### config.mk
export PLATFORM = sky130hd
export DESIGN_NAME = rv32i_instruction_encoder
export DESIGN_NICKNAME = d
export VERILOG_FILES = /design/src/sv/rvenc_pkg.sv /design/src/sv/rvenc_decode.sv /design/src/sv/rvenc_pack.sv /design/src/sv/rv32i_instruction_encoder.sv
export SDC_FILE = /design/constraint.sdc
export NUM_CORES = 1
export LEC_CHECK = 0
export CAP_MARGIN = 20
export CORE_AREA = 8 8 129 131
export DETAILED_ROUTE_END_ITERATION = 12
export DIE_AREA = 0 0 137 139
export DONT_BUFFER_PORTS = 1
export PLACE_DENSITY = 0.69
export SYNTH_ARGS = -nofsm -noshare
export SYNTH_HDL_FRONTEND = slang
export SYNTH_HIERARCHICAL = 1
export SYNTH_SLANG_ARGS = --single-unit
### constraint.sdc
create_clock -name clk_i -period 9.5 [get_ports clk_i]
set_clock_uncertainty 0.2 [all_clocks]
set_input_delay 1.9 -clock clk_i [delete_from_list [all_inputs] [get_ports clk_i]]
set_output_delay 1.9 -clock clk_i [all_outputs]
set_load 0.02 [all_outputs]
### src/sv/rvenc_pkg.sv
// Shared types and encoding constants for the RV32I instruction encoder.
`default_nettype none

package rvenc_pkg;

  localparam int unsigned CodeW = 6;
  localparam int unsigned RegW  = 5;
  localparam int unsigned XLen  = 32;

  // Instruction codes, in request order
  typedef enum logic [CodeW-1:0] {
    MN_ADD    = 6'd0,  MN_SUB    = 6'd1,  MN_XOR    = 6'd2,  MN_OR     = 6'd3,
    MN_AND    = 6'd4,  MN_SLL    = 6'd5,  MN_SRL    = 6'd6,  MN_SRA    = 6'd7,
    MN_SLT    = 6'd8,  MN_SLTU   = 6'd9,
    MN_ADDI   = 6'd10, MN_XORI   = 6'd11, MN_ORI    = 6'd12, MN_ANDI   = 6'd13,
    MN_SLLI   = 6'd14, MN_SRLI   = 6'd15, MN_SRAI   = 6'd16, MN_SLTI   = 6'd17,
    MN_SLTIU  = 6'd18, MN_JALR   = 6'd19, MN_LB     = 6'd20, MN_LH     = 6'd21,
    MN_LW     = 6'd22, MN_LBU    = 6'd23, MN_LHU    = 6'd24,
    MN_SB     = 6'd25, MN_SH     = 6'd26, MN_SW     = 6'd27,
    MN_BEQ    = 6'd28, MN_BNE    = 6'd29, MN_BLT    = 6'd30, MN_BGE    = 6'd31,
    MN_BLTU   = 6'd32, MN_BGEU   = 6'd33,
    MN_JAL    = 6'd34, MN_LUI    = 6'd35, MN_AUIPC  = 6'd36,
    MN_ECALL  = 6'd37, MN_EBREAK = 6'd38
  } mnemonic_e;

  typedef enum logic [2:0] {
    FMT_R     = 3'd0,
    FMT_I     = 3'd1,
    FMT_SHIFT = 3'd2,
    FMT_S     = 3'd3,
    FMT_B     = 3'd4,
    FMT_J     = 3'd5,
    FMT_U     = 3'd6,
    FMT_FIXED = 3'd7
  } fmt_e;

  // Major opcodes
  localparam logic [6:0] OpcOp     = 7'b0110011;
  localparam logic [6:0] OpcOpImm  = 7'b0010011;
  localparam logic [6:0] OpcJalr   = 7'b1100111;
  localparam logic [6:0] OpcLoad   = 7'b0000011;
  localparam logic [6:0] OpcStore  = 7'b0100011;
  localparam logic [6:0] OpcBranch = 7'b1100011;
  localparam logic [6:0] OpcJal    = 7'b1101111;
  localparam logic [6:0] OpcLui    = 7'b0110111;
  localparam logic [6:0] OpcAuipc  = 7'b0010111;
  localparam logic [6:0] OpcSystem = 7'b1110011;

  localparam logic [6:0] F7Zero = 7'b0000000;
  localparam logic [6:0] F7Alt  = 7'b0100000;

  localparam logic [XLen-1:0] WordEcall  = 32'h0000_0073;
  localparam logic [XLen-1:0] WordEbreak = 32'b00000000000100000000000001110011;

  typedef struct packed {
    logic       known;
    fmt_e       fmt;
    logic [6:0] opcode;
    logic [2:0] funct3;
    logic [6:0] funct7;
    logic       brk;     // fixed word: ebreak rather than ecall
  } desc_t;

  typedef struct packed {
    logic [XLen-1:0] target_address;
    logic [XLen-1:0] inst_address;
    logic [XLen-1:0] immediate;
    logic [RegW-1:0] src2_reg;
    logic [RegW-1:0] src1_reg;
    logic [RegW-1:0] dest_reg;
    logic [CodeW-1:0] mnemonic;
  } req_t;

endpackage

`default_nettype wire

### src/sv/rvenc_decode.sv
// Mnemonic code to format/opcode/funct descriptor lookup.
`default_nettype none

module rvenc_decode (
  input  wire logic [rvenc_pkg::CodeW-1:0] code_i,
  output rvenc_pkg::desc_t                  desc_o
);

  always_comb begin
    desc_o        = '0;
    desc_o.known  = 1'b1;
    desc_o.fmt    = rvenc_pkg::FMT_FIXED;
    unique case (code_i)
      rvenc_pkg::MN_ADD, rvenc_pkg::MN_SUB, rvenc_pkg::MN_XOR, rvenc_pkg::MN_OR,
      rvenc_pkg::MN_AND, rvenc_pkg::MN_SLL, rvenc_pkg::MN_SRL, rvenc_pkg::MN_SRA,
      rvenc_pkg::MN_SLT, rvenc_pkg::MN_SLTU: begin
        desc_o.fmt    = rvenc_pkg::FMT_R;
        desc_o.opcode = rvenc_pkg::OpcOp;
      end
      rvenc_pkg::MN_ADDI, rvenc_pkg::MN_XORI, rvenc_pkg::MN_ORI, rvenc_pkg::MN_ANDI,
      rvenc_pkg::MN_SLTI, rvenc_pkg::MN_SLTIU: begin
        desc_o.fmt    = rvenc_pkg::FMT_I;
        desc_o.opcode = rvenc_pkg::OpcOpImm;
      end
      rvenc_pkg::MN_SLLI, rvenc_pkg::MN_SRLI, rvenc_pkg::MN_SRAI: begin
        desc_o.fmt    = rvenc_pkg::FMT_SHIFT;
        desc_o.opcode = rvenc_pkg::OpcOpImm;
      end
      rvenc_pkg::MN_JALR: begin
        desc_o.fmt    = rvenc_pkg::FMT_I;
        desc_o.opcode = rvenc_pkg::OpcJalr;
      end
      rvenc_pkg::MN_LB, rvenc_pkg::MN_LH, rvenc_pkg::MN_LW, rvenc_pkg::MN_LBU,
      rvenc_pkg::MN_LHU: begin
        desc_o.fmt    = rvenc_pkg::FMT_I;
        desc_o.opcode = rvenc_pkg::OpcLoad;
      end
      rvenc_pkg::MN_SB, rvenc_pkg::MN_SH, rvenc_pkg::MN_SW: begin
        desc_o.fmt    = rvenc_pkg::FMT_S;
        desc_o.opcode = rvenc_pkg::OpcStore;
      end
      rvenc_pkg::MN_BEQ, rvenc_pkg::MN_BNE, rvenc_pkg::MN_BLT, rvenc_pkg::MN_BGE,
      rvenc_pkg::MN_BLTU, rvenc_pkg::MN_BGEU: begin
        desc_o.fmt    = rvenc_pkg::FMT_B;
        desc_o.opcode = rvenc_pkg::OpcBranch;
      end
      rvenc_pkg::MN_JAL: begin
        desc_o.fmt    = rvenc_pkg::FMT_J;
        desc_o.opcode = rvenc_pkg::OpcJal;
      end
      rvenc_pkg::MN_LUI: begin
        desc_o.fmt    = rvenc_pkg::FMT_U;
        desc_o.opcode = rvenc_pkg::OpcLui;
      end
      rvenc_pkg::MN_AUIPC: begin
        desc_o.fmt    = rvenc_pkg::FMT_U;
        desc_o.opcode = rvenc_pkg::OpcAuipc;
      end
      rvenc_pkg::MN_ECALL: begin
        desc_o.opcode = rvenc_pkg::OpcSystem;
      end
      rvenc_pkg::MN_EBREAK: begin
        desc_o.opcode = rvenc_pkg::OpcSystem;
        desc_o.brk    = 1'b1;
      end
      default: begin
        desc_o.known = 1'b0;
      end
    endcase

    // funct3 / funct7 per instruction
    case (code_i)
      rvenc_pkg::MN_XOR, rvenc_pkg::MN_XORI, rvenc_pkg::MN_LBU,
      rvenc_pkg::MN_BLT:                          desc_o.funct3 = 3'd4;
      rvenc_pkg::MN_OR, rvenc_pkg::MN_ORI,
      rvenc_pkg::MN_BLTU:                         desc_o.funct3 = 3'd6;
      rvenc_pkg::MN_AND, rvenc_pkg::MN_ANDI,
      rvenc_pkg::MN_BGEU:                         desc_o.funct3 = 3'd7;
      rvenc_pkg::MN_SLL, rvenc_pkg::MN_SLLI, rvenc_pkg::MN_LH,
      rvenc_pkg::MN_SH, rvenc_pkg::MN_BNE:        desc_o.funct3 = 3'd1;
      rvenc_pkg::MN_SRL, rvenc_pkg::MN_SRA, rvenc_pkg::MN_SRLI,
      rvenc_pkg::MN_SRAI, rvenc_pkg::MN_LHU,
      rvenc_pkg::MN_BGE:                          desc_o.funct3 = 3'd5;
      rvenc_pkg::MN_SLT, rvenc_pkg::MN_SLTI, rvenc_pkg::MN_LW,
      rvenc_pkg::MN_SW:                           desc_o.funct3 = 3'd2;
      rvenc_pkg::MN_SLTU, rvenc_pkg::MN_SLTIU:    desc_o.funct3 = 3'd3;
      default:                                    desc_o.funct3 = 3'd0;
    endcase

    if (code_i == rvenc_pkg::MN_SUB || code_i == rvenc_pkg::MN_SRA ||
        code_i == rvenc_pkg::MN_SRAI) begin
      desc_o.funct7 = rvenc_pkg::F7Alt;
    end else begin
      desc_o.funct7 = rvenc_pkg::F7Zero;
    end
  end

endmodule

`default_nettype wire

### src/sv/rvenc_pack.sv
// Packs the decoded fields, registers and immediate/offset into the machine word.
`default_nettype none

module rvenc_pack (
  input  wire rvenc_pkg::desc_t            desc_i,
  input  wire rvenc_pkg::req_t             req_i,
  output logic [rvenc_pkg::XLen-1:0]       word_o
);

  logic [rvenc_pkg::XLen-1:0] off;
  logic [rvenc_pkg::XLen-1:0] imm;
  logic [rvenc_pkg::RegW-1:0] rd, rs1, rs2;
  logic [2:0]                 f3;
  logic [6:0]                 f7, opc;

  // branch / jal offset, wraps modulo 2^32
  assign off = req_i.target_address - req_i.inst_address;
  assign imm = req_i.immediate;
  assign rd  = req_i.dest_reg;
  assign rs1 = req_i.src1_reg;
  assign rs2 = req_i.src2_reg;
  assign f3  = desc_i.funct3;
  assign f7  = desc_i.funct7;
  assign opc = desc_i.opcode;

  always_comb begin
    word_o = '0;
    if (desc_i.known) begin
      case (desc_i.fmt)
        rvenc_pkg::FMT_R:     word_o = {f7, rs2, rs1, f3, rd, opc};
        rvenc_pkg::FMT_I:     word_o = {imm[11:0], rs1, f3, rd, opc};
        rvenc_pkg::FMT_SHIFT: word_o = {f7, imm[4:0], rs1, f3, rd, opc};
        rvenc_pkg::FMT_S:     word_o = {imm[11:5], rs2, rs1, f3, imm[4:0], opc};
        rvenc_pkg::FMT_B:     word_o = {off[12], off[10:5], rs2, rs1, f3,
                                        off[4:1], off[11], opc};
        rvenc_pkg::FMT_J:     word_o = {off[20], off[10:1], off[11], off[19:12],
                                        rd, opc};
        rvenc_pkg::FMT_U:     word_o = {imm[19:0], rd, opc};
        default:              word_o = desc_i.brk ? rvenc_pkg::WordEbreak
                                                  : rvenc_pkg::WordEcall;
      endcase
    end
  end

endmodule

`default_nettype wire

### src/sv/rv32i_instruction_encoder.sv
// RV32I instruction encoder top level: request register, encode logic, result register.
//
//  channel  | dir | handshake                    | payload
//  ---------+-----+------------------------------+-------------------------------------
//  request  | in  | s_axis_tvalid/s_axis_tready  | s_axis_tdata[116:0] (7 fields)
//  result   | out | m_axis_tvalid/m_axis_tready  | m_axis_tdata word, m_axis_tuser err
//
//  One beat per cycle sustained while m_axis_tready stays high.
//  Path: request register -> decode + 32-bit offset subtract + pack -> result register.
//  Reset (rst_ni low, async) empties both stages; no other state.
//  A stalled result holds; the request stage keeps moving while the result stage has room.
`default_nettype none

module rv32i_instruction_encoder (
  input  wire logic         clk_i,
  input  wire logic         rst_ni,
  input  wire logic         s_axis_tvalid,
  output logic              s_axis_tready,
  // [5:0] mnemonic, [10:6] dest_reg, [15:11] src1_reg, [20:16] src2_reg,
  // [52:21] immediate, [84:53] inst_address, [116:85] target_address, [119:117] zero
  input  wire logic [119:0] s_axis_tdata,
  output logic              m_axis_tvalid,
  input  wire logic         m_axis_tready,
  // [31:0] machine_word
  output logic [31:0]       m_axis_tdata,
  // [0] unknown_op
  output logic              m_axis_tuser
);

  localparam int unsigned ReqW = $bits(rvenc_pkg::req_t);

  rvenc_pkg::req_t            req_q;
  logic                       req_vld_q;
  logic [rvenc_pkg::XLen-1:0] word_q;
  logic                       unk_q;
  logic                       res_vld_q;

  rvenc_pkg::desc_t           desc;
  logic [rvenc_pkg::XLen-1:0] word_d;
  logic                       res_load;

  assign res_load      = !res_vld_q || m_axis_tready;
  assign s_axis_tready = !req_vld_q || res_load;

  always_ff @(posedge clk_i or negedge rst_ni) begin
    if (!rst_ni) begin
      req_vld_q <= 1'b0;
      res_vld_q <= 1'b0;
    end else begin
      if (s_axis_tready) begin
        req_vld_q <= s_axis_tvalid;
      end
      if (res_load) begin
        res_vld_q <= req_vld_q;
      end
    end
  end

  always_ff @(posedge clk_i) begin
    if (s_axis_tvalid && s_axis_tready) begin
      req_q <= rvenc_pkg::req_t'(s_axis_tdata[ReqW-1:0]);
    end
    if (res_load && req_vld_q) begin
      word_q <= word_d;
      unk_q  <= !desc.known;
    end
  end

  rvenc_decode u_decode (
    .code_i (req_q.mnemonic),
    .desc_o (desc)
  );

  rvenc_pack u_pack (
    .desc_i (desc),
    .req_i  (req_q),
    .word_o (word_d)
  );

  assign m_axis_tvalid = res_vld_q;
  assign m_axis_tdata  = word_q;
  assign m_axis_tuser  = unk_q;

endmodule

`default_nettype wire

# After elaboration in Yosys (flattened, before gate mapping)
# Memory sizes are Yosys's and may differ from the RTL's. A register that Yosys moved wholly into a read port is not among the register bits.
# Cells that the tools add are included.
# W data, S select, Z words.
[totals]
latchBits = 0
n_memories = 1
mem_bits_rw = 0
romBits = 192
input_bits = 124
output_inout_bits = 35
register_bits = 118
wordCells = 86
[mem_list]
columns = ["name", "words", "width", "read_ports", "rd_clocked_by_memory_dff", "wr", "line_no", "rtl"]
rows = [
  ["(name not given)", 64, 3, 1, 1, 0, "rvenc_decode.sv:72", "case (code_i)"],
]
[op_classes]
order_cmp = 0
add_sub_neg = 1
n_eq_ne = 44
n_reduce_logical = 21
n_mux = 8
bitwise_logic = 0
shifts = 0
div_mod_pow = 0
n_mul = 0
[op_table]
columns = ["operator", "count"]
rows = [
  ["$pmux W32 S7", 1],
  ["$eq A6 B5 Y1 const B", 16],
  ["$pmux W7 S10", 1],
  ["$eq A6 B4 Y1 const B", 8],
  ["$eq A6 B6 Y1 const B", 7],
  ["$reduce_or A39 Y1", 1],
  ["$eq A6 B3 Y1 const B", 4],
  ["$mux W21", 1],
  ["$pmux W3 S7", 1],
  ["$sub A21 B21 Y21", 1],
  ["$eq A6 B2 Y1 const B", 2],
  ["$mux W6", 2],
  ["$reduce_or A12 Y1", 1],
  ["$reduce_or A10 Y1", 1],
  ["$eq A3 B3 Y1 const B", 3],
  ["$reduce_or A9 Y1", 1],
  ["$eq A3 B2 Y1 const B", 2],
  ["$eq A6 B1 Y1 const B", 1],
  ["$logic_not A6 Y1", 1],
  ["$reduce_or A3 Y1", 2],
  ["$reduce_or A6 Y1", 1],
  ["$reduce_or A5 Y1", 1],
  ["$logic_or A1 B1 Y1", 4],
  ["$reduce_or A2 Y1", 2],
  ["other kinds (5)", 9],
]

# Logic depth before layout (Yosys ltp)
# Gate-level depths: netlist of the first run.
[logic_depth]
word_depth = 5
mapped_depth = 15
mapped_depth_nobuf = 12

# By module
# Netlist of the first run, hierarchy kept.
[by_module_without_submodules]
columns = ["mod", "cells_per_inst", "n_inst", "area_per_inst_um2"]
rows = [
  ["rv32i_instruction_encoder", 159, 1, 4611.9],
  ["rvenc_pack", 368, 1, 2336.0],
  ["rvenc_decode", 113, 1, 842.1],
]

# Worst setup path after synthesis of the first run
# No wires, ideal clock.
[synth_timing]
kind = "in2out"
startpoint = "in m_axis_tready"
endpoint = "out s_axis_tready"
path_slack_ns = 5.324
path_buffers = 0
arrival_time_ns = 2.076
cell_stages = 1
cell_sequence = "nand3b_4"
[synth_between]
elab_chain_cells = 2
[synth_lines]
columns = ["element", "line_no", "rtl"]
rows = [
  ["start, declared", "rv32i_instruction_encoder.sv:23", "input wire logic m_axis_tready,"],
  ["$logic_or A1 B1 Y1", "rv32i_instruction_encoder.sv:42", "assign res_load = !res_vld_q || m_axis_tready;"],
  ["$logic_or A1 B1 Y1", "rv32i_instruction_encoder.sv:43", "assign s_axis_tready = !req_vld_q || res_load;"],
  ["end, declared", "rv32i_instruction_encoder.sv:18", "output logic s_axis_tready,"],
]
# Every way passes these cells.

==> results.toml, run 1 <==
[sta]
finalWorstSetupSlack_ps = 4657
fmax_ghz = 0.2065
tns_ps = 0
setup_violations = 0
grt_setup_unrepaired = "false"
finalCritPeriodShare_pct = 50.98
tightestPinTransition_ps = 1061
finalHoldViolCount = 0
slew_headroom_pct = 29.12
whs_ps = 350.7
fin_crit_ps = 4843
slew_viol_final = 0

[worst_setup_path]
worst_ep_arrival_time_ps = 4770
slowest_stage = "a31o_2"
path_class = "flip-flop to flip-flop"
endpoint_kind = "flip-flop"
cp_top_family = "compound AO/OA/AOI/OAI gates"
rrSetupSlack_ps = 4660
cp_max_fo = 40
path_buf_inv = 1
cp.required_ps = 9430
crit_path_max_incr_delay_ps = 770
start_kind = "flip-flop"
path_cells = "inv_1, ha_1, nor3_2, nand3b_1, a211oi_2, a31o_2, nand3_1, nand2_1, a2111oi_0, a211oi_1, o31ai_1"

[layout]
multiInputGateArea_um2 = 2868
antenna_cells = 0
fin_area_um2 = 7376
final_nets = 741
finalNonFillerCells = 792
drive_above_1_share_pct = 9.934
fillers = 1322
register_area_um2 = 3533
area_growth_pct = 8.965
final_core_util_pct = 50.00

[die]
floorplan.rows = 45
ioPinCount = 159
dieArea_um2 = 19040
core_area_um2 = 14750
dieHeight_um = 139
fp.dieW_um = 137
start_util_pct = 45.89

[route]
wl_um = 16800
drc_errors = 0
routed.top_layer = "met4"
met1_length_um = 7367
wl_met3_um = 1079
wl_met2_um = 7985
via_per_inst = 6.086
wire_per_inst_um = 21.21
vias = 4820
firstDrtPassIters = 5
drt_iter0_markers = 556
route.antenna.remaining_nets = 0

[cts]
cts_hold_buf = 0
clkLatencyLatePin_ps = 420
cts_resized = 0
cts.sinks = 118
cts_tree = "built"
postCtsSetupBuffers = 0
cts.reportedPaths.clkPinSlew_ps = 50
cts_buffer_depth = 2
cts-root-buf = "clkbuf_16"
cts-buffers-inserted = 17
htree_num_levels = 4

[power_and_ir_drop]
p_leak_nw = 2.707
p_per_area_nw_per_um2 = 215.8
fin_total_pwr_mw = 1.592
ir_worst_vdd_v = 0.0001313

[grt]
antenna_found_initial = 0
grt_usage_pct = 17.67
overflow = 0
grt_pass1_wl_um = 26040
grt_pass1_vias = 4648
grt_max_degree = 64

[logic_synthesis]
synth_area_per_cell_um2 = 11.17
ys_warn_count = 6
synth_area_um2 = 6769
synthCells = 606

[placed_design]
dp_cells = 760
gp_congestion = 0.8541
placed_area_um2 = 6802
dp_slack_ps = 4748
hpwl_um = 12100
portBuffers = 0

[flow_run]
max_cap_violations = 0

[worst_hold_path]
hold_class = "flip-flop to flip-flop"

[status]
outcome = "completed"
-- path summary, 6_finish.rpt --
| check | start | end | cells past startpoint |
|---|---|---|---|
| worst min-delay path | req_vld_q$_DFFE_PN0P_ | m_axis_tvalid$_DFFE_PN0P_ | 1 |
| max in group asynchronous | rst_ni | req_vld_q$_DFFE_PN0P_ | 0 |
| min in group asynchronous | rst_ni | m_axis_tvalid$_DFFE_PN0P_ | 0 |
| worst max-delay path | req_q[1]$_DFFE_PP_ | m_axis_tdata[31]$_DFFE_PP_ | 11 |
| worst min register to register | req_vld_q$_DFFE_PN0P_ | m_axis_tvalid$_DFFE_PN0P_ | 1 |
| worst max register to register | req_q[1]$_DFFE_PP_ | m_axis_tdata[31]$_DFFE_PP_ | 11 |
-- worst reg2reg max path: stages, from the launching register on --
cell,delay (ps)
edfxtp_1,550
inv_1,150
ha_1,370
nor3_2,370
nand3b_1,160
a211oi_2,410
a31o_2,770
nand3_1,340
nand2_1,490
a2111oi_0,160
a211oi_1,410
o31ai_1,180
-- where the power goes --
group	leakage (nW)	internal [mW]	switching, mW
clock network	0.279	0.409	0.221
registers	1.15	0.629	0.0472
logic	1.28	0.102	0.184
total	2.71	1.14	0.452
-- per-layer routing --
metal	vias up	GRT usage [%]
li1	2253	-
met1	2323	22.99
met4	0	7.323
met2	216	27.36
met5	-	0
met3	28	4.348
-- layout by cell type, fill, tap and decap left out, drive strengths merged, types with 9 or more instances in the layout --
master	n
edfxtp	116
inv	38
nand2	37
a21oi	36
nor2	33
o21ai	31
ha	25
clkbuf	22
nand3	16
nor3	16
mux2i	14
a31oi	13
nor2b	12
and2	11
o22ai	10
o21a	9
a211oi	9
-- sequential cells by signal, summed over array words and instances, names as in the netlist --
name	cells
m_axis_tdata	32
m_axis_tuser	1
m_axis_tvalid	1
req_q	83
req_vld_q	1
-- area by class of cell --
type	instances	area share, %
timing repair buffer	3	0.3053
sequential	118	47.91
multi-input combinational	413	38.88
clock buffer	22	6.022
tap	188	3.189
inverter	38	1.934
clock inverter	10	1.764
(Power assumes the default switching activity.)
==> run 2: changes to the inputs <==
==> constraint.sdc (replaced) <==
create_clock -name clk_i -period 4.8 [get_ports clk_i]
set_clock_uncertainty 0.2 [all_clocks]
set_input_delay 0.96 -clock clk_i [delete_from_list [all_inputs] [get_ports clk_i]]
set_output_delay 0.96 -clock clk_i [all_outputs]
set_load 0.02 [all_outputs]
==> results.toml, run 2 (synthesis results as in run 1) <==
[status]
outcome = "completed"

[worst_setup_path]
start_kind = "flip-flop"
endpoint_kind = "flip-flop"
cp_max_fo = 21
path_class = "flip-flop to flip-flop"
worst_ep_arrival_time_ps = 4230
path_buf_inv = 1
crit_path_max_incr_delay_ps = 520
rr_endpoint = "m_axis_tdata[31]$_DFFE_PP_"
rrSetupSlack_ps = 510
r2r_cells = 11
slowest_stage = "edfxtp_1"
cp.required_ps = 4730
cp_top_family = "compound AO/OA/AOI/OAI gates"
path_cells = "inv_1, ha_1, nor3_2, nand3b_1, a211oi_2, a31o_2, nand3_1, nand2_1, a2111oi_0, a211oi_1, o31ai_1"
r2r-start = "req_q[1]$_DFFE_PP_"

[placed_design]
hpwl_um = 12300
placed_area_um2 = 6847
dp_cells = 766
portBuffers = 0
gp_congestion = 0.8554

[layout]
layout_common_cells = "edfxtp_1 (116), inv_1 (38), nand2_1 (37), a21oi_1 (36), nor2_1 (33)"
top_register = "req_q"
register_area_um2 = 3533
antenna_cells = 0
multiInputGateArea_um2 = 2868
largest_register_ffs = 83
area_growth_pct = 9.612
fin_area_um2 = 7420
final_common_cell = "edfxtp_1"
finalNonFillerCells = 798
fillers = 1302
final_core_util_pct = 50.30
drive_above_1_share_pct = 10.82
final_nets = 747

[sta]
setup_violations = 0
finalCritPeriodShare_pct = 89.47
slew_headroom_pct = 44.81
fmax_ghz = 0.2329
tightestPinTransition_ps = 827.8
tns_ps = 0
grt_setup_unrepaired = "false"
slew_viol_final = 0
fin_crit_ps = 4294
finalHoldViolCount = 0

[route]
via_per_inst = 5.946
firstDrtPassIters = 5
drt_iter0_markers = 418
route.antenna.remaining_nets = 0
wl_um = 16570
vias = 4745
drc_errors = 0
wire_per_inst_um = 20.77

[grt]
grt_usage_pct = 17.55
antenna_found_initial = 0
grt_max_degree = 64
overflow = 0
grt_pass1_vias = 4753
grt_pass1_wl_um = 25720

[worst_hold_path]
hold_class = "input port to async pin"

[die]
dieArea_um2 = 19040
core_area_um2 = 14750
ioPinCount = 159
floorplan.rows = 45
dieHeight_um = 139
start_util_pct = 45.89
fp.dieW_um = 137

[cts]
cts.reportedPaths.clkPinSlew_ps = 50
cts_resized = 0
cts_hold_buf = 0
cts-buffers-inserted = 17
cts.sinks = 118
postCtsSetupBuffers = 0
cts_buffer_depth = 2
clkLatencyLatePin_ps = 420
cts_tree = "built"
cts-root-buf = "clkbuf_16"
htree_num_levels = 4

[power_and_ir_drop]
p_per_area_nw_per_um2 = 424.6
fin_total_pwr_mw = 3.150
p_leak_nw = 2.732
ir_worst_vdd_v = 0.0002565

[flow_run]
max_cap_violations = 0
run 2: cell count changes in the layout (fill, tap and decap cells not counted), sizes merged:
cell,delta
buf,+6
clkbuf,-1
clkinvlp,+1
run 2: metrics by stage:
step | hold slack [ps] | worst slack (ps)
global route | 11.34 | 226.5
finish | 40.52 | 505.6
CTS | 13.36 | 589.1
detailed placement | 339.7 | 603.7
global placement | 323.6 | 634.7
floorplan | 311.3 | 1434
run 2: power by group:
group / switching [mW] / internal [mW] / leakage, nW
sequential: 0.0934 / 1.24 / 1.15
combinational: 0.362 / 0.211 / 1.31
clock: 0.433 / 0.806 / 0.276
run 2: layout make-up:
| type | count | share of cell area (%) |
|---|---|---|
| tap | 188 | 3.170 |
| multi-input combinational | 413 | 38.65 |
| timing repair buffer | 9 | 0.9106 |
| clock buffer | 21 | 5.936 |
| inverter | 38 | 1.922 |
| sequential | 118 | 47.62 |
| clock inverter | 11 | 1.788 |
run 2: how the worst max path moves through the flow:
stage	cells after the start	endpoint	from	slack, ps
finish	11	m_axis_tdata[31]$_DFFE_PP_	req_q[1]$_DFFE_PP_	510
floorplan	14	m_axis_tdata[22]$_DFFE_PP_	req_q[1]$_DFFE_PP_	1430
detailed placement	11	m_axis_tdata[31]$_DFFE_PP_	req_q[1]$_DFFE_PP_	600
global placement	11	m_axis_tdata[31]$_DFFE_PP_	req_q[1]$_DFFE_PP_	630
global route	11	m_axis_tdata[31]$_DFFE_PP_	req_q[1]$_DFFE_PP_	230
CTS	11	m_axis_tdata[31]$_DFFE_PP_	req_q[1]$_DFFE_PP_	590
run 2: metal layers:
layer | GRT usage (%) | routed length [µm] | part of all wire [%]
met1 | 21.69 | 7413 | 45
met2 | 26.77 | 7787 | 47
met3 | 5.543 | 932 | 5.6
met4 | 9.153 | 437 | 2.6
met5 | 0 | 0 | 0
==> run 3: changes to the inputs <==
--- a/config.mk
+++ b/config.mk
@@ -11,6 +11,7 @@
 export DIE_AREA = 0 0 137 139
 export DONT_BUFFER_PORTS = 1
 export PLACE_DENSITY = 0.69
+export REMOVE_ABC_BUFFERS = 1
 export SYNTH_ARGS = -nofsm -noshare
 export SYNTH_HDL_FRONTEND = slang
 export SYNTH_HIERARCHICAL = 1
==> results.toml, run 3 (synthesis results as in run 1) <==
[layout]
finalNonFillerCells = 793
register_area_um2 = 3533
largest_register_ffs = 83
top_register = "req_q"
area_growth_pct = 8.854
fillers = 1316
multiInputGateArea_um2 = 2868
drive_above_1_share_pct = 9.768
layout_common_cells = "edfxtp_1 (116), inv_1 (38), nand2_1 (37), a21oi_1 (36), nor2_1 (33)"
final_common_cell = "edfxtp_1"
fin_area_um2 = 7368
final_nets = 745

[die]
core_area_um2 = 14750
dieArea_um2 = 19040
floorplan.rows = 45
start_util_pct = 45.89
dieHeight_um = 139
ioPinCount = 159
fp.dieW_um = 137

[route]
drc_errors = 0
route.antenna.remaining_nets = 0
wire_per_inst_um = 20.76
wl_um = 16470
drt_iter0_markers = 413
firstDrtPassIters = 5
vias = 4774
via_per_inst = 6.020

[cts]
cts-buffers-inserted = 17
cts_resized = 0
cts.reportedPaths.clkPinSlew_ps = 50
htree_num_levels = 4
clkLatencyLatePin_ps = 420
cts_buffer_depth = 2
cts.sinks = 118
cts_tree = "built"
cts-root-buf = "clkbuf_16"
postCtsSetupBuffers = 0
cts_hold_buf = 0

[worst_setup_path]
worst_ep_arrival_time_ps = 4130
slowest_stage = "edfxtp_1"
start_kind = "flip-flop"
cp_max_fo = 22
endpoint_kind = "flip-flop"
r2r_cells = 11
crit_path_max_incr_delay_ps = 510
rrSetupSlack_ps = 620
cp.required_ps = 4750
path_cells = "inv_1, ha_1, nor3_2, nand3b_1, a211oi_2, a31o_2, nand3_1, nand2_1, a2111oi_0, a211oi_1, o31ai_1"
path_class = "flip-flop to flip-flop"

[flow_run]
max_cap_violations = 0

[grt]
grt_pass1_wl_um = 25560
grt_max_degree = 84
grt_usage_pct = 17.39
grt_pass1_vias = 4694
overflow = 0
antenna_found_initial = 1

[placed_design]
placed_area_um2 = 6844
portBuffers = 0
dp_cells = 764
gp_congestion = 0.8760
hpwl_um = 11920

[sta]
fin_crit_ps = 4183
finalHoldViolCount = 0
fmax_ghz = 0.2390
grt_setup_unrepaired = "false"
setup_violations = 0
tns_ps = 0
finalCritPeriodShare_pct = 87.15
slew_viol_final = 0
slew_headroom_pct = 28.82
tightestPinTransition_ps = 1068

[power_and_ir_drop]
switching_share_pct = 28.34
pwr-share-clk_pct = 37.5
switchingPower_mw = 0.8681
ir_worst_vdd_v = 0.0002381
intPower_mw = 2.195
p_per_area_nw_per_um2 = 415.8
p_leak_nw = 2.709
p_seq_share_pct = 43.7
p_comb_share_pct = 18.8

[worst_hold_path]
hold_class = "input port to async pin"

[status]
outcome = "completed"
## run 3: layer usage
metal | global-route usage [%] | vias to the layer above | share of wire [%]
met3 | 6.196 | 24 | 7.0
met1 | 21.94 | 2319 | 43
li1 | - | 2259 | -
met4 | 6.636 | 0 | 1.9
met2 | 26.59 | 172 | 48
met5 | 0 | - | 0
## run 3: worst paths after layout
check                                 startpoint                          to
setup / recovery              req_q[1]$_DFFE_PP_  m_axis_tdata[31]$_DFFE_PP_
hold / removal                            rst_ni   m_axis_tvalid$_DFFE_PN0P_
setup reg to reg              req_q[1]$_DFFE_PP_  m_axis_tdata[31]$_DFFE_PP_
hold reg to reg            req_vld_q$_DFFE_PN0P_   m_axis_tvalid$_DFFE_PN0P_
max in group asynchronous                 rst_ni       req_vld_q$_DFFE_PN0P_
min in group clk_i         req_vld_q$_DFFE_PN0P_   m_axis_tvalid$_DFFE_PN0P_
## run 3: critical path: cells and delay by family (launching register included)
family | cells | cell delay (ps)
adders and majority gates | 1 | 370
AOI/OAI and AO/OA | 5 | 1570
DFF | 1 | 510
and+or+nand+nor | 4 | 1110
buffers and inverters | 1 | 140
## run 3: cell type report
cell class | instances | share of cell area [%]
Clock buffer | 19 | 5.875
Multi-Input combinational cell | 413 | 38.92
Antenna cell | 1 | 0.03396
Inverter | 38 | 1.936
Tap cell | 188 | 3.192
Clock inverter | 9 | 1.206
Sequential cell | 118 | 47.95
Timing Repair Buffer | 7 | 0.8830
## run 3: stage by stage
stage	total power, mW	util (%)	worst slack (ps)	hold slack (ps)
6_report	3.063	49.95	616.6	42.44
5_1_grt	3.195	49.95	383.6	20.73
4_1_cts	3.082	49.93	688.4	22.13
3_5_place_dp	1.926	46.40	695.5	334.4
3_3_place_gp	1.911	46.40	706.4	324.3
2_1_floorplan	1.753	-	689.4	311.3
## run 3: power by group through the flow
| stage | registers, mW | logic (mW) | clock network (mW) |
|---|---|---|---|
| floorplan | 1.33 | 0.419 | 0 |
| global placement | 1.36 | 0.553 | 0 |
| detailed placement | 1.36 | 0.567 | 0 |
| CTS | 1.34 | 0.570 | 1.17 |
| global route | 1.35 | 0.630 | 1.22 |
| finish | 1.34 | 0.576 | 1.15 |
